File: src/vfp_pkg.sv
// ----------------------------------------------------------------------------
// Video frame packetizer package
// Word layouts, register indexes and command codes shared by the packetizer.
// ----------------------------------------------------------------------------
package vfp_pkg;

    localparam int BYTES_BITS   = 24;
    localparam int INDEX_BITS   = 32;
    localparam int KIND_BITS    = 2;
    localparam int STAMP_BITS   = 48;
    localparam int PAYLOAD_BITS = 16;
    localparam int LENGTH_BITS  = 17;
    localparam int OVH_BITS     = 8;
    localparam int SEQ_BITS     = 16;
    localparam int PERIOD_BITS  = 32;
    localparam int APB_DATA_BITS = 32;
    localparam int APB_ADDR_BITS = 4;

    // Command codes
    localparam logic CMD_FRAME_START = 1'b0;
    localparam logic CMD_PACKET_TICK = 1'b1;

    // Register indexes (byte address / 4)
    localparam logic [1:0] REG_MAX_PAYLOAD  = 2'd0;
    localparam logic [1:0] REG_OVERHEAD     = 2'd1;
    localparam logic [1:0] REG_SPREAD       = 2'd2;
    localparam logic [1:0] REG_FRAME_PERIOD = 2'd3;

    // Register reset values
    localparam logic [PAYLOAD_BITS-1:0] MAX_PAYLOAD_RST  = 16'd1460;
    localparam logic [OVH_BITS-1:0]     OVERHEAD_RST     = 8'd12;
    localparam logic                    SPREAD_RST       = 1'b1;
    localparam logic [PERIOD_BITS-1:0]  FRAME_PERIOD_RST = 32'd33333333;

    typedef struct packed {
        logic                  command;
        logic [BYTES_BITS-1:0] frame_bytes;
        logic [INDEX_BITS-1:0] frame_index;
        logic [KIND_BITS-1:0]  frame_kind;
        logic [STAMP_BITS-1:0] frame_stamp;
    } in_word_t;

    typedef struct packed {
        logic [LENGTH_BITS-1:0]  packet_length;
        logic [PAYLOAD_BITS-1:0] payload_bytes;
        logic [SEQ_BITS-1:0]     sequence_number;
        logic                    marker;
        logic                    fragment_start;
        logic                    fragment_end;
        logic [INDEX_BITS-1:0]   out_frame_index;
        logic [KIND_BITS-1:0]    out_frame_kind;
        logic [STAMP_BITS-1:0]   out_frame_stamp;
        logic [PERIOD_BITS-1:0]  next_gap_ticks;
    } out_word_t;

endpackage

File: src/vfp_serial_div.sv
// ----------------------------------------------------------------------------
// Bit-serial restoring divider
// One quotient bit per cycle, from start until done.
// ----------------------------------------------------------------------------
module vfp_serial_div #(
    parameter int NUM_BITS = 32,
    parameter int DEN_BITS = 24
) (
    input  logic                aclk,
    input  logic                aresetn,
    input  logic                start,
    input  logic [NUM_BITS-1:0] numerator,
    input  logic [DEN_BITS-1:0] denominator,
    output logic                done,
    output logic [NUM_BITS-1:0] quotient,
    output logic [DEN_BITS-1:0] remainder
);

    localparam int CNT_BITS = $clog2(NUM_BITS);
    localparam logic [CNT_BITS-1:0] CNT_LAST = CNT_BITS'(NUM_BITS - 1);

    logic [NUM_BITS-1:0] quo_reg;
    logic [DEN_BITS-1:0] rem_reg;
    logic [DEN_BITS-1:0] den_reg;
    logic [CNT_BITS-1:0] cnt_reg;
    logic                busy_reg;
    logic                done_reg;

    logic [DEN_BITS:0]   partial;
    logic [DEN_BITS:0]   diff;
    logic                fits;
    logic [DEN_BITS-1:0] rem_next;

    // the numerator shifts out of the top while quotient bits shift in below
    assign partial  = {rem_reg, quo_reg[NUM_BITS-1]};
    assign diff     = partial - {1'b0, den_reg};
    assign fits     = ~diff[DEN_BITS];
    assign rem_next = fits ? diff[DEN_BITS-1:0] : partial[DEN_BITS-1:0];

    always_ff @(posedge aclk) begin
        if (!aresetn) begin
            busy_reg <= 1'b0;
            done_reg <= 1'b0;
            cnt_reg  <= '0;
        end else begin
            done_reg <= 1'b0;
            if (start) begin
                quo_reg  <= numerator;
                rem_reg  <= '0;
                den_reg  <= denominator;
                cnt_reg  <= '0;
                busy_reg <= 1'b1;
            end else if (busy_reg) begin
                quo_reg <= {quo_reg[NUM_BITS-2:0], fits};
                rem_reg <= rem_next;
                cnt_reg <= cnt_reg + CNT_BITS'(1);
                if (cnt_reg == CNT_LAST) begin
                    busy_reg <= 1'b0;
                    done_reg <= 1'b1;
                end
            end
        end
    end

    assign done      = done_reg;
    assign quotient  = quo_reg;
    assign remainder = rem_reg;

endmodule

File: src/video_frame_packetizer.sv
// ----------------------------------------------------------------------------
// Video frame packetizer
// A frame-start word loads a frame and sends its first packet; each
// packet-tick word sends the next packet until the frame is used up. A
// packet tick is accepted in the idle state, and its packet is then loaded
// into the output register in the emit state. A frame start with spreading
// on and a non-empty frame first runs the packet count and then the packet
// spacing through a shared bit-serial divider at one quotient bit per cycle.
// Without spreading, or for an empty frame, a frame start goes straight to
// the emit state. A packet that finds the output register still full waits
// on m_ready. One word is worked on at a time; the output register lets the
// next word in while a packet still waits on m_ready.
// ----------------------------------------------------------------------------
module video_frame_packetizer #(
    parameter int SIZE_BITS = 24
) (
    input  logic                                 aclk,
    input  logic                                 aresetn,
    input  logic                                 s_valid,
    output logic                                 s_ready,
    input  vfp_pkg::in_word_t                    s_data,
    output logic                                 m_valid,
    input  logic                                 m_ready,
    output vfp_pkg::out_word_t                   m_data,
    input  logic                                 psel,
    input  logic                                 penable,
    input  logic                                 pwrite,
    input  logic [vfp_pkg::APB_ADDR_BITS-1:0]    paddr,
    input  logic [vfp_pkg::APB_DATA_BITS-1:0]    pwdata,
    output logic [vfp_pkg::APB_DATA_BITS-1:0]    prdata,
    output logic                                 pready
);

    localparam int LOAD_BITS = (SIZE_BITS < vfp_pkg::BYTES_BITS) ?
                               SIZE_BITS : vfp_pkg::BYTES_BITS;

    typedef enum logic [1:0] {
        ST_IDLE,
        ST_DIV_COUNT,
        ST_DIV_GAP,
        ST_EMIT
    } state_t;

    state_t state_reg;

    // configuration
    logic [vfp_pkg::PAYLOAD_BITS-1:0] max_payload_reg;
    logic [vfp_pkg::OVH_BITS-1:0]     overhead_reg;
    logic                             spread_reg;
    logic [vfp_pkg::PERIOD_BITS-1:0]  period_reg;

    // frame state
    logic [SIZE_BITS-1:0]             bytes_remaining_reg;
    logic [SIZE_BITS-1:0]             frame_total_reg;
    logic [vfp_pkg::SEQ_BITS-1:0]     seq_reg;
    logic [vfp_pkg::INDEX_BITS-1:0]   held_index_reg;
    logic [vfp_pkg::KIND_BITS-1:0]    held_kind_reg;
    logic [vfp_pkg::STAMP_BITS-1:0]   held_stamp_reg;
    logic [vfp_pkg::PERIOD_BITS-1:0]  gap_reg;

    // output register
    logic                             m_valid_reg;
    vfp_pkg::out_word_t               m_data_reg;

    // divider hookup
    logic                             div_start_reg;
    logic [vfp_pkg::PERIOD_BITS-1:0]  div_num_reg;
    logic [SIZE_BITS-1:0]             div_den_reg;
    logic                             div_done;
    logic [vfp_pkg::PERIOD_BITS-1:0]  div_quot;
    logic [SIZE_BITS-1:0]             div_rem;

    logic                             cfg_write;
    logic                             s_accept;
    logic                             out_free;
    logic [SIZE_BITS-1:0]             load_bytes;
    logic [vfp_pkg::PAYLOAD_BITS-1:0] limit;
    logic                             take_limit;
    logic [vfp_pkg::PAYLOAD_BITS-1:0] pay;
    logic                             last_pkt;
    logic [SIZE_BITS-1:0]             pkt_count;
    vfp_pkg::out_word_t               pkt;

    assign pready    = 1'b1;
    assign cfg_write = psel & penable & pwrite;
    assign s_ready   = (state_reg == ST_IDLE);
    assign s_accept  = s_valid & s_ready;
    assign out_free  = ~m_valid_reg | m_ready;

    assign load_bytes = SIZE_BITS'(s_data.frame_bytes[LOAD_BITS-1:0]);

    // a zero limit behaves as one byte
    assign limit      = (max_payload_reg == '0) ? vfp_pkg::PAYLOAD_BITS'(1)
                                                : max_payload_reg;
    assign take_limit = (bytes_remaining_reg >= SIZE_BITS'(limit));
    assign pay        = take_limit ? limit
                                   : bytes_remaining_reg[vfp_pkg::PAYLOAD_BITS-1:0];
    assign last_pkt   = (bytes_remaining_reg == SIZE_BITS'(pay));

    // ceil(bytes / limit) from the first pass
    assign pkt_count  = div_quot[SIZE_BITS-1:0] + SIZE_BITS'(div_rem != '0);

    always_comb begin
        pkt.packet_length   = vfp_pkg::LENGTH_BITS'(pay)
                            + vfp_pkg::LENGTH_BITS'(overhead_reg);
        pkt.payload_bytes   = pay;
        pkt.sequence_number = seq_reg;
        pkt.marker          = last_pkt;
        pkt.fragment_start  = (bytes_remaining_reg == frame_total_reg);
        pkt.fragment_end    = last_pkt;
        pkt.out_frame_index = held_index_reg;
        pkt.out_frame_kind  = held_kind_reg;
        pkt.out_frame_stamp = held_stamp_reg;
        pkt.next_gap_ticks  = last_pkt ? '0 : gap_reg;
    end

    always_comb begin
        case (paddr[3:2])
            vfp_pkg::REG_MAX_PAYLOAD:  prdata = vfp_pkg::APB_DATA_BITS'(max_payload_reg);
            vfp_pkg::REG_OVERHEAD:     prdata = vfp_pkg::APB_DATA_BITS'(overhead_reg);
            vfp_pkg::REG_SPREAD:       prdata = vfp_pkg::APB_DATA_BITS'(spread_reg);
            vfp_pkg::REG_FRAME_PERIOD: prdata = period_reg;
            default:                   prdata = '0;
        endcase
    end

    vfp_serial_div #(
        .NUM_BITS (vfp_pkg::PERIOD_BITS),
        .DEN_BITS (SIZE_BITS)
    ) u_div (
        .aclk        (aclk),
        .aresetn     (aresetn),
        .start       (div_start_reg),
        .numerator   (div_num_reg),
        .denominator (div_den_reg),
        .done        (div_done),
        .quotient    (div_quot),
        .remainder   (div_rem)
    );

    always_ff @(posedge aclk) begin
        if (!aresetn) begin
            state_reg           <= ST_IDLE;
            max_payload_reg     <= vfp_pkg::MAX_PAYLOAD_RST;
            overhead_reg        <= vfp_pkg::OVERHEAD_RST;
            spread_reg          <= vfp_pkg::SPREAD_RST;
            period_reg          <= vfp_pkg::FRAME_PERIOD_RST;
            bytes_remaining_reg <= '0;
            frame_total_reg     <= '0;
            seq_reg             <= '0;
            held_index_reg      <= '0;
            held_kind_reg       <= '0;
            held_stamp_reg      <= '0;
            gap_reg             <= '0;
            m_valid_reg         <= 1'b0;
            div_start_reg       <= 1'b0;
        end else begin
            div_start_reg <= 1'b0;
            if (m_valid_reg && m_ready) begin
                m_valid_reg <= 1'b0;
            end

            if (cfg_write) begin
                case (paddr[3:2])
                    vfp_pkg::REG_MAX_PAYLOAD:
                        max_payload_reg <= pwdata[vfp_pkg::PAYLOAD_BITS-1:0];
                    vfp_pkg::REG_OVERHEAD:     overhead_reg <= pwdata[vfp_pkg::OVH_BITS-1:0];
                    vfp_pkg::REG_SPREAD:       spread_reg   <= pwdata[0];
                    vfp_pkg::REG_FRAME_PERIOD: period_reg   <= pwdata;
                    default: ;
                endcase
            end

            case (state_reg)
                ST_IDLE: begin
                    if (s_accept) begin
                        if (s_data.command == vfp_pkg::CMD_FRAME_START) begin
                            bytes_remaining_reg <= load_bytes;
                            frame_total_reg     <= load_bytes;
                            held_index_reg      <= s_data.frame_index;
                            held_kind_reg       <= s_data.frame_kind;
                            held_stamp_reg      <= s_data.frame_stamp;
                            if (spread_reg && (load_bytes != '0)) begin
                                div_start_reg <= 1'b1;
                                div_num_reg   <= vfp_pkg::PERIOD_BITS'(load_bytes);
                                div_den_reg   <= SIZE_BITS'(limit);
                                state_reg     <= ST_DIV_COUNT;
                            end else begin
                                gap_reg   <= '0;
                                state_reg <= ST_EMIT;
                            end
                        end else if (bytes_remaining_reg != '0) begin
                            state_reg <= ST_EMIT;
                        end
                    end
                end
                ST_DIV_COUNT: begin
                    if (div_done) begin
                        div_start_reg <= 1'b1;
                        div_num_reg   <= period_reg;
                        div_den_reg   <= pkt_count;
                        state_reg     <= ST_DIV_GAP;
                    end
                end
                ST_DIV_GAP: begin
                    if (div_done) begin
                        gap_reg   <= div_quot;
                        state_reg <= ST_EMIT;
                    end
                end
                ST_EMIT: begin
                    if (out_free) begin
                        m_valid_reg         <= 1'b1;
                        m_data_reg          <= pkt;
                        bytes_remaining_reg <= bytes_remaining_reg - SIZE_BITS'(pay);
                        seq_reg             <= seq_reg + vfp_pkg::SEQ_BITS'(1);
                        state_reg           <= ST_IDLE;
                    end
                end
                default: state_reg <= ST_IDLE;
            endcase
        end
    end

    assign m_valid = m_valid_reg;
    assign m_data  = m_data_reg;

`ifndef SYNTHESIS
    a_rem_le_total: assert property (@(posedge aclk) disable iff (!aresetn)
        bytes_remaining_reg <= frame_total_reg)
        else $error("bytes remaining above frame total");

    a_frame_load: assert property (@(posedge aclk) disable iff (!aresetn)
        (s_accept && (s_data.command == vfp_pkg::CMD_FRAME_START))
        |=> (bytes_remaining_reg == frame_total_reg) && (state_reg != ST_IDLE))
        else $error("frame start not loaded");

    a_div_done_state: assert property (@(posedge aclk) disable iff (!aresetn)
        div_done |-> ((state_reg == ST_DIV_COUNT) || (state_reg == ST_DIV_GAP)))
        else $error("divider finished outside a divide state");

    a_emit_loads: assert property (@(posedge aclk) disable iff (!aresetn)
        ((state_reg == ST_EMIT) && out_free) |=> m_valid_reg && (state_reg == ST_IDLE))
        else $error("packet not loaded into output register");
`endif

endmodule

File: config.mk
export PLATFORM = sky130hd
export DESIGN_NAME = video_frame_packetizer
export DESIGN_NICKNAME = d
export VERILOG_FILES = /design/src/vfp_pkg.sv /design/src/vfp_serial_div.sv /design/src/video_frame_packetizer.sv
export SDC_FILE = /design/constraint.sdc
export NUM_CORES = 1
export LEC_CHECK = 0
export ABC_AREA = 1
export BUFFER_PORTS_ARGS = -buffer_cell sky130_fd_sc_hd__buf_2
export CORE_ASPECT_RATIO = 1.5
export CORE_MARGIN = 2
export CORE_UTILIZATION = 58
export DETAILED_ROUTE_END_ITERATION = 6
export PLACE_DENSITY = 0.81
export SLEW_MARGIN = 30
export SYNTH_ARGS = -nofsm -noshare
export SYNTH_HDL_FRONTEND = slang
export SYNTH_SLANG_ARGS = --single-unit
File: constraint.sdc
create_clock -name aclk -period 11.4 [get_ports aclk]
set_input_delay 1.71 -clock aclk [delete_from_list [all_inputs] [get_ports aclk]]
set_output_delay 1.71 -clock aclk [all_outputs]
set_load 0.02 [all_outputs]
# --- After elaboration in Yosys (flattened, before gate mapping) ---
# Index checks and enable logic that the tools add are counted.
classes:
  addsub: 6
  order_cmp: 1
  eq_ne: 17
  muxes: 46
  bitwise_logic: 9
  n_reduce_logical: 27
op_table:
  columns: ["op", "n"]
  rows:
  - ["$mux W32", 10]
  - ["$mux W24", 9]
  - ["$pmux W32 S2", 2]
  - ["$pmux W32 S4", 1]
  - ["$pmux W24 S2", 2]
  - ["$reduce_bool A24 Y1", 3]
  - ["$mux W16", 2]
  - ["$sub A25 B24 Y25", 1]
  - ["$add A24 B1 Y24", 1]
  - ["$eq A24 B16 Y1", 1]
  - ["$eq A24 B24 Y1", 1]
  - ["$ge A24 B16 Y1", 1]
  - ["$sub A24 B16 Y24", 1]
  - ["$add A16 B8 Y17", 1]
  - ["$add A16 B1 Y16 const B", 1]
  - ["$logic_not A16 Y1", 1]
  - ["$mux W2", 7]
  - ["$reduce_and A2 Y1", 7]
  - ["$mux W1", 11]
  - ["$reduce_and A5 Y1", 2]
  - ["$eq A2 B2 Y1 const B", 4]
  - ["$ne A2 B1 Y1 const B", 4]
  - ["$pmux W2 S4", 1]
  - ["$reduce_bool A2 Y1", 4]
  - ["other kinds (16)", 28]
totals:
  register_bits: 547
  in_bits: 150
  out_inout_bits: 201
  elab_cells: 137

# --- Longest topological paths before layout ---
depth:
  word_depth: 7
  mapped_depth: 32

# --- Hierarchy ---
# From an unflattened synthesis, not the netlist that was laid out.
hier_totals:
  hier_cells: 3042
  hier_area_um2: 25813.5
by_module_without_submodules:
  columns: ["module", "n_inst", "cells_each", "area_per_inst_um2"]
  rows:
  - ["video_frame_packetizer", 1, 2307, 20343.3]
  - ["vfp_serial_div", 1, 735, 5470.2]

# --- Least setup slack after synthesis ---
# OpenSTA, ideal clock, no wires.
synth_timing:
  path_type: "input to register"
  startpoint: "in aresetn"
  endpoint: "reg m_data_reg, in the netlist m_data[0], enable pin"
  setup_time_ns: 0.692
  arrival_ns: 8.931
  slack_ns: 1.777
  stages: 3
  path_buffers: 1
  cell_sequence: "clkinv_1 -> clkbuf_1 -> nor2_1"
synth_between:
  elab_chain_cells: 1
synth_rtl:
  columns: ["element", "line", "text"]
  rows:
  - ["start: declaration", "video_frame_packetizer.sv:18", "input logic aresetn,"]
  - ["$reduce_and A3 Y1 (no source line)", null, null]
  - ["end signal: assignment", "video_frame_packetizer.sv:214", "m_data_reg <= pkt;"]
  - ["end: declaration", "video_frame_packetizer.sv:63", "vfp_pkg::out_word_t m_data_reg;"]
# Every way passes these cells.
# A chain may end at the register's enable or synchronous reset.

==> out/metrics.csv <==
metric,value,unit
status,completed,
CP cell instances,nor4_1 -> a41o_1 -> ha_1 -> nand4_1 -> nor2_1 -> nor2_1 -> nand2_1 -> nand2_1 -> nand2_4 -> buf_4 -> o21ai_0 -> ha_1 -> inv_1 -> fa_1 -> nor2_1 -> a211oi_1 -> o21ai_0 -> nand3_1 -> nand2_1 -> nand2_1 -> nor2_1 -> nand3_1 -> nor3_2 -> xor2_1,
router iterations before antenna repair,6,
I/O pin total,351,
post-synthesis sequential area ratio,56.7,%
endpoint type of the worst setup path,register,
internal power,4.22,mW
post-synthesis async set-or-reset flop share,0,%
"Setup violations, final",0,
H-tree depth,2,
syn_nets,2954,
P_leak,12.4,nW
GPL Wtd Cong,0.986,
CTS Root Cell,clkbuf_16,
nets@finish,3260,
Slew HR,31.3,%
Final Max Slew Viols,0,
Setup TNS,0,ps
area share of the largest cell type after synthesis,36.7,%
max reg flops,165,
dpl cell area,26800,um2
Rows,92,
non-filler instance count after layout,3657,
Yosys reg bits,547,
Clock power frac,27.0,%
Max clock buf depth,3,
power share of the combinational group,34.2,%
fin crit period,5420,ps
met2 Track Usage GR,58.6,%
first-pass GRT wire length,114,mm
hold buffers post-CTS,0,
max cap viols,0,
path type of the worst setup path,register to register,
FMAX,0.184,GHz
post_cts resized,0,
Synth cell types,54,
total global routing overflow,0,
CP Max Fanout,44,
setup bufs post-CTS,0,
Hold Path Class,register to register,
endpoints failing hold,0,
CTS tree,yes,
prevailing post-synth register cell,edfxtp_1,
pre-CTS setup slack,6150,ps
Mapped Area,24600,um2
Sequential Area,14000,um2
vias in the first global route,20800,
CTS sink count,547,
layout cell share with drive strength beyond 1,18.2,%
Tcrit/Tclk final,47.5,%
Routed Antenna Nets,0,
DR iter-0 viols,1638,
Slew @ Worst Pin,1020,ps
grt met1 use,35.9,%
DP HPWL,55.6,mm
Skew-Pair Late Insertion Delay,580,ps
Worst path max stage delay,500,ps
Commonest cells post-synth,"nand2_1 (497), nor2_1 (373), edfxtp_1 (301)",
Fill cells,3239,
port bufs,347,
net load switching power,2.55,mW
Die Y-Extent,256,um
vias per cell,5.66,
final instance area,28600,um2
DIE AREA,44200,um2
critical path's slowest cell,nor4_1,
antenna violations before repair,3,
All-Layer GR Usage,34.1,%
"Clk pin slew, worst setup/hold paths",70,ps
sw frac,37.7,%
M3 GR Usage,7.52,%
routed len/inst,20.7,um
most common cell in the netlist,nand2_1,
largest net degree at the start of global routing,120,
"area leader, netlist",edfxtp_1,
synthesized area per cell,8.98,um2
CTS Buf Count,51,
skew final,12.9,ps
worst vdd ir,155,uV
synth top area cells,"edfxtp_1 (37%), dfxtp_1 (20%), nand2_1 (7.6%)",
Setup crit start kind,register,
sequential share of power,38.8,%
initial core utilization,58.6,%
RSZ-0062 raised after global routing,no,
PnR worst setup slack,5980,ps
Multi-input gate area,9060,um2
CP arrival,5740,ps
power per cell area,237,nW/um2
final WL,75.8,mm
Cells after DPL,3558,
Post-synth EDFFs,301,
die width,172,um
Area Overhead vs Synth,16.1,%
DRC Markers,0,
Post-Syn Instances,2742,
CP Data Required Time,11720,ps
core area,42000,um2
GR peak layer,met2,
Ys Warns,0,
vias,20700,
final timing paths:
kind / cells past startpoint / to / startpoint / slack (ps)
worst max-delay path: 24 / m_data[163] / max_payload_reg[8] / 5980
worst min-delay path: 0 / u_div.den_reg[2] / div_den_reg[2] / 420
worst max register to register: 24 / m_data[163] / max_payload_reg[8] / 5980
worst min register to register: 0 / u_div.den_reg[2] / div_den_reg[2] / 420
layout make-up:
| type | count | share of cell area [%] |
|---|---|---|
| flip-flops and latches | 547 | 48.8 |
| inverters | 309 | 4.05 |
| diodes | 3 | 0.0262 |
| clock inverters | 23 | 1.19 |
| repair buffers | 367 | 6.67 |
| clock buffers | 72 | 5.10 |
| well taps | 564 | 2.47 |
| multi-input cells | 1772 | 31.7 |
cells by family (layout without fill, tap and decap cells):
group | after synthesis | after routing | share of synthesized area, %
adders and majority gates | 62 | 62 | 3.21
DFF | 547 | 547 | 56.7
AOI/OAI and AO/OA | 554 | 554 | 12.3
and+or+nand+nor | 1092 | 1092 | 18.8
xor gates and xnor gates | 63 | 63 | 2.24
other | 1 | 4 | 0.0152
buffers and inverters | 423 | 771 | 6.74
layer usage:
layer	vias to the layer above	share of wire (%)
met3	289	7.8
met5	-	0
met4	0	9.1
met2	989	49
li1	9727	-
met1	9685	34
placed cells by master (no fill, tap or decap), types with 21 or more instances in the layout:
cell	count
dfxtp_1	246
inv_1	285
nor3_1	26
nor2_2	42
a21oi_1	190
edfxtp_1	301
nand4_1	23
xor2_1	40
xnor2_1	23
ha_1	58
o21ai_0	245
nand2_1	496
nand3_1	74
inv_2	21
nor2_1	369
buf_2	346
a211oi_1	35
clkbuf_16	53
o211ai_1	21
power by group through the flow:
stage | logic (mW) | registers [mW] | clock network [mW]
6_report | 2.32 | 2.63 | 1.83
3_5_place_dp | 2.25 | 2.66 | 0
3_3_place_gp | 2.20 | 2.65 | 0
2_1_floorplan | 1.60 | 2.67 | 0
5_1_grt | 2.53 | 2.65 | 1.92
4_1_cts | 2.28 | 2.62 | 1.84
critical path: cells and delay by family, from the launching register on:
kind	cells	cell delay, ps
simple gates	14	2000
compound gates	4	1330
fa+ha+maj	3	980
buf+inv	2	400
flops	1	330
xor+xnor	1	100
through the flow:
step / power, mW / hold slack, ps / utilization [%]
2_1_floorplan: 4.27 / 400 / -
3_3_place_gp: 4.85 / 401 / 63.7
3_5_place_dp: 4.92 / 405 / 63.7
4_1_cts: 6.74 / 416 / 68.0
5_1_grt: 7.09 / 416 / 68.1
6_report: 6.77 / 415 / 68.1
Power figures use the tool's default switching activity.
